--- config.mk ---
export PLATFORM = sky130hd
export DESIGN_NAME = arpeggiator_note_index
export DESIGN_NICKNAME = d
export VERILOG_FILES = /design/src/rtl/ani_pkg.sv /design/src/rtl/ani_hash.sv /design/src/rtl/ani_div_cell.sv /design/src/rtl/arpeggiator_note_index.sv
export SDC_FILE = /design/constraint.sdc
export NUM_CORES = 2
export LEC_CHECK = 0
export BUFFER_PORTS_ARGS = -buffer_cell sky130_fd_sc_hd__buf_2
export CAP_MARGIN = 10
export CORE_MARGIN = 4
export CORE_UTILIZATION = 28
export DETAILED_ROUTE_END_ITERATION = 8
export GPL_TIMING_DRIVEN = 1
export MAX_ROUTING_LAYER = met4
export PLACE_DENSITY = 0.41
export SLEW_MARGIN = 0
export SYNTH_ARGS = -nofsm -noshare
export SYNTH_HDL_FRONTEND = slang
export SYNTH_SLANG_ARGS = --single-unit
export TNS_END_PERCENT = 100
--- constraint.sdc ---
create_clock -name clk_i -period 7.8 [get_ports clk_i]
set_clock_uncertainty 0.05 [all_clocks]
set_input_delay 1.95 -clock clk_i [delete_from_list [all_inputs] [get_ports clk_i]]
set_output_delay 1.95 -clock clk_i [all_outputs]
set_load 0.05 [all_outputs]
--- src/rtl/ani_pkg.sv ---
// Shared types, constants and widths for the arpeggiator note index block.
`default_nettype none

package ani_pkg;

  localparam int MaxNotes = 32;
  localparam int CountW   = 6;
  localparam int TickW    = 32;
  localparam int IdxW     = 5;
  localparam int NW       = $clog2(MaxNotes + 1);
  localparam int DivW     = $clog2(2 * MaxNotes - 1);
  localparam int HashSt   = 3;
  localparam int Latency  = HashSt + TickW + 1;

  localparam logic [TickW-1:0] HashSeed = 32'h9E3779B9;
  localparam logic [TickW-1:0] HashMul1 = 32'h85EBCA6B;
  localparam logic [TickW-1:0] HashMul2 = 32'hC2B2AE35;

  typedef enum logic [1:0] {
    DirUp     = 2'd0,
    DirDown   = 2'd1,
    DirUpDown = 2'd2,
    DirRandom = 2'd3
  } dir_e;

  // Per-transaction control carried alongside the datapath.
  typedef struct packed {
    dir_e            dir;
    logic [NW-1:0]   n;
    logic [DivW-1:0] div;
    logic            zero;
  } side_t;

  // One divider cell's worth of state.
  typedef struct packed {
    logic [DivW-1:0]  rem;
    logic [TickW-1:0] dvd;
    side_t            side;
  } stage_t;

endpackage

`default_nettype wire

--- src/rtl/ani_hash.sv ---
// Three-stage pipelined fmix32 finalizer; selects hashed or raw tick as dividend.
`default_nettype none

module ani_hash (
  input  logic                      clk_i,
  input  logic                      rst_ni,
  input  logic                      valid_i,
  input  logic [ani_pkg::TickW-1:0] tick_i,
  input  ani_pkg::side_t            side_i,
  output logic                      valid_o,
  output logic [ani_pkg::TickW-1:0] dvd_o,
  output ani_pkg::side_t            side_o
);
  import ani_pkg::*;

  logic [2:0]       valid_q;
  logic [TickW-1:0] tick_q [3];
  side_t            side_q [3];
  logic [TickW-1:0] h1_q, h2_q, h3_q;
  logic [TickW-1:0] x0, h1_d, h2_d, h3_d, h4;

  assign x0   = tick_i + HashSeed;
  assign h1_d = x0 ^ (x0 >> 16);
  assign h2_d = h1_q * HashMul1;
  assign h3_d = (h2_q ^ (h2_q >> 13)) * HashMul2;
  assign h4   = h3_q ^ (h3_q >> 16);

  always_ff @(posedge clk_i or negedge rst_ni) begin
    if (!rst_ni) begin
      valid_q <= '0;
    end else begin
      valid_q <= {valid_q[1:0], valid_i};
    end
  end

  always_ff @(posedge clk_i) begin
    h1_q      <= h1_d;
    h2_q      <= h2_d;
    h3_q      <= h3_d;
    tick_q[0] <= tick_i;
    tick_q[1] <= tick_q[0];
    tick_q[2] <= tick_q[1];
    side_q[0] <= side_i;
    side_q[1] <= side_q[0];
    side_q[2] <= side_q[1];
  end

  assign valid_o = valid_q[2];
  assign side_o  = side_q[2];
  assign dvd_o   = (side_q[2].dir == DirRandom) ? h4 : tick_q[2];

endmodule

`default_nettype wire

--- src/rtl/ani_div_cell.sv ---
// One restoring-division cell: takes one dividend bit and reduces the remainder.
`default_nettype none

module ani_div_cell (
  input  logic            clk_i,
  input  logic            rst_ni,
  input  logic            valid_i,
  input  ani_pkg::stage_t stage_i,
  output logic            valid_o,
  output ani_pkg::stage_t stage_o
);
  import ani_pkg::*;

  logic            valid_q;
  stage_t          stage_q, stage_d;
  logic [DivW:0]   trial, diff;
  logic            ge;

  assign trial = {stage_i.rem, stage_i.dvd[TickW-1]};
  assign ge    = trial >= {1'b0, stage_i.side.div};
  assign diff  = trial - {1'b0, stage_i.side.div};

  always_comb begin
    stage_d      = stage_i;
    stage_d.rem  = ge ? diff[DivW-1:0] : trial[DivW-1:0];
    stage_d.dvd  = stage_i.dvd << 1;
  end

  always_ff @(posedge clk_i or negedge rst_ni) begin
    if (!rst_ni) begin
      valid_q <= 1'b0;
    end else begin
      valid_q <= valid_i;
    end
  end

  always_ff @(posedge clk_i) begin
    stage_q <= stage_d;
  end

  assign valid_o = valid_q;
  assign stage_o = stage_q;

endmodule

`default_nettype wire

--- src/rtl/arpeggiator_note_index.sv ---
// Top level: arpeggiator note index, hash front end plus a chain of divider cells.
`default_nettype none

// Channel   Ports                               Direction  Handshake
// command   start_i, busy_o, note_count_i, tick_i   in     start_i & !busy_o
// result    done_o, note_index_o                   out     done_o, one cycle
// config    cfg_we_i, cfg_wdata_i                  in      cfg_we_i
//
// One transaction per cycle; busy_o is always low.
// The pipeline has 3 hash stages, 32 divider cells (one dividend bit
// each, tick is 32 bits wide) and one output register.
// Reset clears the valid chain and sets the direction to up.
// The receiver cannot stall; results leave on done_o as they arrive.
// Direction is sampled with each transaction, so later writes do not
// affect transactions in flight.

module arpeggiator_note_index (
  input  logic                       clk_i,
  input  logic                       rst_ni,
  input  logic                       start_i,
  output logic                       busy_o,
  input  logic [ani_pkg::CountW-1:0] note_count_i,
  input  logic [ani_pkg::TickW-1:0]  tick_i,
  output logic                       done_o,
  output logic [ani_pkg::IdxW-1:0]   note_index_o,
  input  logic                       cfg_we_i,
  input  logic [1:0]                 cfg_wdata_i
);
  import ani_pkg::*;

  dir_e             dir_q;
  side_t            side_in;
  logic [NW-1:0]    n_sat;
  logic [NW:0]      n_dbl;
  logic [DivW-1:0]  span;

  logic             hash_valid;
  logic [TickW-1:0] hash_dvd;
  side_t            hash_side;

  logic             cell_valid [TickW+1];
  stage_t           cell_stage [TickW+1];

  stage_t           fin;
  logic [DivW:0]    rem_x, n_x, span_x, idx_x;
  logic             done_q;
  logic [IdxW-1:0]  note_index_q;

  assign busy_o = 1'b0;

  // Direction register.
  always_ff @(posedge clk_i or negedge rst_ni) begin
    if (!rst_ni) begin
      dir_q <= DirUp;
    end else if (cfg_we_i) begin
      dir_q <= dir_e'(cfg_wdata_i);
    end
  end

  // Saturate the note count and pick the divisor: the count itself, or the
  // ping-pong span for up-down. No notes, or one note in up-down, forces 0.
  always_comb begin
    if (32'(note_count_i) > MaxNotes) begin
      n_sat = NW'(MaxNotes);
    end else begin
      n_sat = NW'(note_count_i);
    end
    n_dbl        = {n_sat, 1'b0};
    span         = DivW'(n_dbl - (NW+1)'(2));
    side_in.dir  = dir_q;
    side_in.n    = n_sat;
    side_in.zero = (n_sat == '0) || ((dir_q == DirUpDown) && (n_sat == NW'(1)));
    if (side_in.zero) begin
      side_in.div = DivW'(1);
    end else if (dir_q == DirUpDown) begin
      side_in.div = span;
    end else begin
      side_in.div = DivW'(n_sat);
    end
  end

  ani_hash u_hash (
    .clk_i   (clk_i),
    .rst_ni  (rst_ni),
    .valid_i (start_i),
    .tick_i  (tick_i),
    .side_i  (side_in),
    .valid_o (hash_valid),
    .dvd_o   (hash_dvd),
    .side_o  (hash_side)
  );

  assign cell_valid[0]      = hash_valid;
  assign cell_stage[0].rem  = '0;
  assign cell_stage[0].dvd  = hash_dvd;
  assign cell_stage[0].side = hash_side;

  // Remainder chain: cell k consumes dividend bit 31-k.
  for (genvar k = 0; k < TickW; k++) begin : g_cell
    ani_div_cell u_cell (
      .clk_i   (clk_i),
      .rst_ni  (rst_ni),
      .valid_i (cell_valid[k]),
      .stage_i (cell_stage[k]),
      .valid_o (cell_valid[k+1]),
      .stage_o (cell_stage[k+1])
    );
  end

  // Map the remainder to a note index per direction.
  assign fin    = cell_stage[TickW];
  assign rem_x  = (DivW+1)'(fin.rem);
  assign n_x    = (DivW+1)'(fin.side.n);
  assign span_x = (DivW+1)'(fin.side.div);

  always_comb begin
    if (fin.side.zero) begin
      idx_x = '0;
    end else begin
      case (fin.side.dir)
        DirDown:   idx_x = n_x - (DivW+1)'(1) - rem_x;
        DirUpDown: idx_x = (rem_x < n_x) ? rem_x : (span_x - rem_x);
        default:   idx_x = rem_x;
      endcase
    end
  end

  always_ff @(posedge clk_i or negedge rst_ni) begin
    if (!rst_ni) begin
      done_q <= 1'b0;
    end else begin
      done_q <= cell_valid[TickW];
    end
  end

  always_ff @(posedge clk_i) begin
    note_index_q <= IdxW'(idx_x);
  end

  assign done_o       = done_q;
  assign note_index_o = note_index_q;

`ifndef NO_ASSERTIONS
  a_latency : assert property (@(posedge clk_i) disable iff (!rst_ni)
    start_i |-> ##Latency done_o)
    else $error("result did not appear after fixed latency");

  a_no_orphan : assert property (@(posedge clk_i) disable iff (!rst_ni)
    done_o |-> $past(cell_valid[TickW]))
    else $error("result strobe without a transaction at chain end");

  a_rem_bound : assert property (@(posedge clk_i) disable iff (!rst_ni)
    cell_valid[TickW] |-> (fin.rem < fin.side.div))
    else $error("divider remainder not below divisor");

  a_idx_bound : assert property (@(posedge clk_i) disable iff (!rst_ni)
    (cell_valid[TickW] && !fin.side.zero) |-> (idx_x < n_x))
    else $error("note index not below note count");
`endif

endmodule

`default_nettype wire

* After elaboration in Yosys (flattened, before gate mapping)
Memories as Yosys holds them, arrays and structs flattened. Index checks and enable logic that the tools add are counted.
Word-level totals: output and inout port bits 7, bits in writable memories 141, memories kept 2, flip-flop bits (word level) 1306
Cells by class: multiply operators 2, magnitude comparators 34, $add $sub $neg 37, multiplexer cells 38, bitwise gates (word level) 3, eq/ne operators 5, reductions and logical operators 3
Memory list:
- u_hash.tick_q | depth 3, bits a word 32, read ports 3, clocked after Yosys merged registers in 0, write ports 3, line ani_hash.sv:17 | logic [TickW-1:0] tick_q [3];
- u_hash.side_q | depth 3, bits a word 15, read ports 3, clocked after Yosys merged registers in 0, write ports 3, line ani_hash.sv:18 | side_t side_q [3];
Operators by type and width (number):
- $ge 7x6->1 | 31
- $mux 6 | 34
- $sub 6x6->6 | 31
- $xor 32x16->32 | 2
- $add 32x32->32 const B | 1
- $mul 32x31->32 const B | 1
- $mul 32x32->32 const B | 1
- $mux 32 | 1
- $xor 32x19->32 | 1
- $pmux 5 s2 | 1
- $sub 5x5->5 | 2
- $eq 2x2->1 const B | 3
- $eq 6x1->1 const B | 1
- $ge 1x6->1 | 1
- $gt 6x6->1 const B | 1
- $logic_not 6->1 | 1
- $lt 6x6->1 | 1
- $sub 1x6->6 | 1
- $sub 6x2->6 const B | 1
- $mux 5 | 1
- $sub 5x1->5 const B | 1
- $eq 2x1->1 const B | 1
- $logic_and 1x1->1 | 1
- $logic_or 1x1->1 | 1
- $mux 1 | 1

* Longest topological paths before layout
depth in word-level cells 6, depth in mapped cells 26, mapped depth without buffers 26

* Modules after synthesis
Synthesis repeated with hierarchy kept, for this count alone.
Second synthesis, totals: cells, all modules 5519, area total of the unflattened synthesis 71184.5 um2
Modules (own cells, without submodules):
- ani_div_cell | cells an instance 100, area each 1452.6 um2, times used 32
- ani_hash | cells an instance 2177, area each 23566.4 um2, times used 1
- arpeggiator_note_index | cells an instance 142, area each 1133.6 um2, times used 1

* Worst setup path after synthesis
OpenSTA, ideal clock, no wires.
kind register to register, from register u_hash.h2_q[19], to register u_hash.h3_q[29], arrival 6.456 ns, clock period less this slack 6.612 ns, stages on the path, launching flop included 25, slack 1.188 ns, library setup time 0.106 ns, required time 7.644 ns, path buffers 0, path through dfxtp_1 xnor2_1 inv_1 ha_1 ha_1 a21oi_1 fa_1 fa_1 inv_1 fa_1 inv_1 fa_1 inv_1 fa_1 inv_1 fa_1 inv_1 ha_1 a21o_1 a21o_1 a21oi_1 nand3b_1 o21ai_0 o21ai_0 o311ai_0
Between the ends: longest elaborated chain between the ends 2
RTL lines:
- from (decl) | line ani_hash.sv:19 | logic [TickW-1:0] h1_q, h2_q, h3_q;
- from (signal assigned) | line ani_hash.sv:38 | h2_q <= h2_d;
- $xor 32x19->32 | line ani_hash.sv:25 | assign h3_d = (h2_q ^ (h2_q >> 13)) * HashMul2;
- $mul 32x31->32 | line ani_hash.sv:25
- named net u_hash.h3_d[29] | line ani_hash.sv:20 | logic [TickW-1:0] x0, h1_d, h2_d, h3_d, h4;
- to (signal assigned) | line ani_hash.sv:39 | h3_q <= h3_d;
- to (decl) | line ani_hash.sv:19
The timed path passes the listed nets, and every way through them passes these cells. A chain may end at the register's enable or synchronous reset.

* Worst setup path after layout
from register u_hash.h2_q[23], to register u_hash.h3_q[29]
The elaborated chain is that of the path after synthesis.

==> flow_metrics.tcl <==
set metrics [dict create \
    post-route-cell-area_sq_um 67300 \
    syn-num-nets 5883 \
    grt_start_max_net_pins 49 \
    io_pins 51 \
    synth-main-ff-cell "dfxtp_1" \
    async_reset_ff_share_pct 2.63 \
    start_kind "flop" \
    grt_pass1_wl_um 187000 \
    dp_hpwl_um 93900 \
    start_util_pct 28.2 \
    r2r_cells 21 \
    tightest_slew_ns 1.04 \
    maxCapViolCount 0 \
    grt.total_usage_pct 11.5 \
    status "completed" \
    drive_above_1_share_pct 8.79 \
    timing_worst_setup_path_type "flop to flop" \
    clock.fmax_mhz 135 \
    holdPathEnd "g_cell[1].u_cell.stage_o[25]$_DFF_P_" \
    worstHoldStart "g_cell[0].u_cell.stage_o[24]$_DFF_P_" \
    synthesis.area_sq_um 58000 \
    hold_class "flop to flop" \
    h-tree-depth 4 \
    mostFrequentLayoutCells "1409 x dfxtp_1, 992 x inv_1, 584 x ha_1" \
    port_buffers 49 \
    totalWireLength_um 117000 \
    slew_viol_final 0 \
    drc 0 \
    area_growth_pct 16.1 \
    cp_max_fo 5 \
    cts_max_path_buffers 3 \
    cp.required_ns 8.36 \
    cts-buffers-inserted 156 \
    grt_antenna_before_repair 1 \
    critPathCaptureType "flop" \
    synth.distinct_cells 71 \
    rsz0062_at_grt "false" \
    cts_num_sinks 1447 \
    dieArea_sq_um 214000 \
    holdPathStages 0 \
    finalNetCount 6100 \
    die_height_um 463 \
    period_needed_ns 7.42 \
    grt_overflow_total 0 \
    cp_slowest_cell "xnor2_1" \
    wl_per_cell_um 14.9 \
    drt_iter0_drc 1125 \
    final.setup.tns_ns 0 \
    post_dp_cell_area_sq_um 61700 \
    synth_cells 4830 \
    insertion_delay_ns 0.76 \
    period_share_pct 95.1 \
    slew_headroom_pct 30.3 \
    syn_area_per_cell_sq_um 12.0 \
    slowest_delay_ns 0.84 \
    drt_pass1_iterations 5 \
    final_common_cell "dfxtp_1" \
    cts_hold_buf 0 \
    dr_total_vias 30800 \
    ctsRootBufferMaster "clkbuf_16" \
    path_cells "xnor2_1 -> inv_1 -> ha_1 -> fa_1 -> fa_1 -> inv_1 -> fa_1 -> inv_1 -> fa_1 -> fa_1 -> fa_1 -> inv_1 -> fa_1 -> inv_1 -> ha_1 -> a21o_1 -> a21oi_1 -> nand3b_1 -> o21ai_0 -> o21ai_0 -> o311ai_0" \
    seq_area_frac_synth_pct 50.3 \
    setup_viol 0 \
    vias_per_cell 3.92 \
    num_rows 166 \
    die_w_um 463 \
    whs_ns 0.221 \
    ys_warn_count 0 \
    cts_tree "built" \
    grt_pass1_vias 32900 \
    cp_common_cell "fa_1" \
    coreArea_sq_um 205000 \
    gp_congestion 0.886 \
    r2r-end "u_hash.h3_q[29]$_DFF_P_" \
    clk_pin_slew_ns 0.06 \
    hold_viol 0 \
    rr_startpoint "u_hash.h2_q[23]$_DFF_P_" \
    postSynthRegisterBits 1447 \
    worstPathArrival_ns 7.97 \
    synth_edf_count 0 \
    crit_start "u_hash.h2_q[23]$_DFF_P_" \
    r2r_slack_ns 0.38 \
    detail-route-antenna-nets 0 \
]
## stage by stage
stage                     setup slack, ns  std cells  util (%)
after detailed placement            0.396       7577      30.1
final                               0.384       7868      32.8
after global routing               0.0111       7868      32.8
after CTS                           0.328       7867      32.8
after floorplan                      1.19       4830         -
after global placement              0.509       7577      30.1
## area by class of cell
cell class | count | area (sq um)
antenna | 1 | 2.50
clock buffer | 206 | 4340
clock inverter | 84 | 1280
fill | 20700 | 138000
inverter | 992 | 3720
multi-input combinational | 2378 | 25000
sequential | 1447 | 29200
tap | 2688 | 3360
timing repair buffer | 72 | 418
## kinds of logic (layout without fill, tap and decap cells)
group	count (synthesis)	in the layout	share of synthesized area, %
compound gates	491	491	5.42
fa+ha+maj	1009	1009	27.3
mux	146	146	2.71
simple gates	442	442	3.39
xor+xnor	289	289	4.37
flops	1447	1447	50.3
other cells	1	2	0.00647
buf+inv	1005	1354	6.52
## critical path, delay by kind of cell, from the launching register on
| kind | cells | cell delay, ns |
|---|---|---|
| adder cells (fa/ha/maj) | 9 | 4.26 |
| buffers and inverters | 5 | 0.44 |
| XOR/XNOR | 1 | 0.84 |
| flip-flops | 1 | 0.39 |
| AO/OA/AOI/OAI | 5 | 1.13 |
| AND/OR/NAND/NOR | 1 | 0.12 |
## metal layers
| metal | vias up | share of wire [%] | global-route usage (%) | wire, um |
|---|---|---|---|---|
| met5 | - | 0 | - | 0 |
| met4 | 0 | 2.6 | 3.56 | 3090 |
| met3 | 188 | 3.2 | 2.11 | 3700 |
| met2 | 305 | 48 | 19.0 | 56700 |
| met1 | 14700 | 46 | 14.2 | 53800 |
| li1 | 15700 | - | - | - |
## cells in the mapped netlist, types with 3 or more instances
library cell / number / area [sq um]
a211oi_1: 7 / 52.6
a21boi_0: 38 / 285
a21o_1: 50 / 375
a21oi_1: 120 / 601
a21oi_2: 3 / 26.3
a311oi_1: 33 / 289
a31oi_1: 7 / 43.8
a41oi_1: 3 / 26.3
and2_1: 4 / 25.0
and3_1: 7 / 43.8
clkbuf_1: 10 / 37.5
dfrtp_1: 38 / 951
dfxtp_1: 1409 / 28200
fa_1: 425 / 8510
ha_1: 584 / 7310
inv_1: 992 / 3720
mux2_2: 89 / 1000
mux2i_1: 57 / 571
nand2_1: 142 / 533
nand2b_1: 9 / 56.3
nand3_1: 14 / 70.1
nand3b_1: 4 / 30.0
nand4_1: 36 / 225
nor2_1: 172 / 646
nor2b_1: 17 / 106
nor3_1: 16 / 80.1
nor4_1: 6 / 37.5
o211ai_1: 4 / 30.0
o21a_1: 9 / 67.6
o21ai_0: 161 / 806
o21ai_1: 6 / 30.0
o21bai_1: 11 / 82.6
o31ai_1: 9 / 67.6
or2_2: 3 / 18.8
or3_1: 7 / 43.8
xnor2_1: 209 / 1830
xor2_1: 80 / 701
## worst max path at each step
stage                                   end  slack (ns)
floorplan           u_hash.h3_q[29]$_DFF_P_        1.19
global placement    u_hash.h3_q[29]$_DFF_P_        0.51
detailed placement  u_hash.h3_q[29]$_DFF_P_        0.40
CTS                 u_hash.h3_q[29]$_DFF_P_        0.33
global route        u_hash.h3_q[29]$_DFF_P_        0.01
finish              u_hash.h3_q[29]$_DFF_P_        0.38
## sequential cells by signal, summed over array words and instances (netlist names), 5 cells and up
register and count:
u_hash.h1_q 32, note_index_o 5, g_cell.u_cell.valid_o 32, g_cell.u_cell.stage_o 1167
u_hash.h3_q 32, u_hash.tick_q 96, u_hash.side_q 45, u_hash.h2_q 32
## repair_timing
| item | CTS | global route |
|---|---|---|
| setup buffers | 0 | 0 |
| resized for setup | 0 | 1 |
| hold endpoints to repair | 0 | 0 |
| setup endpoints to repair | 0 | 2 |
Power is not shown: default switching activity piles up to over one toggle a cycle in this logic, so the estimate is an artifact.
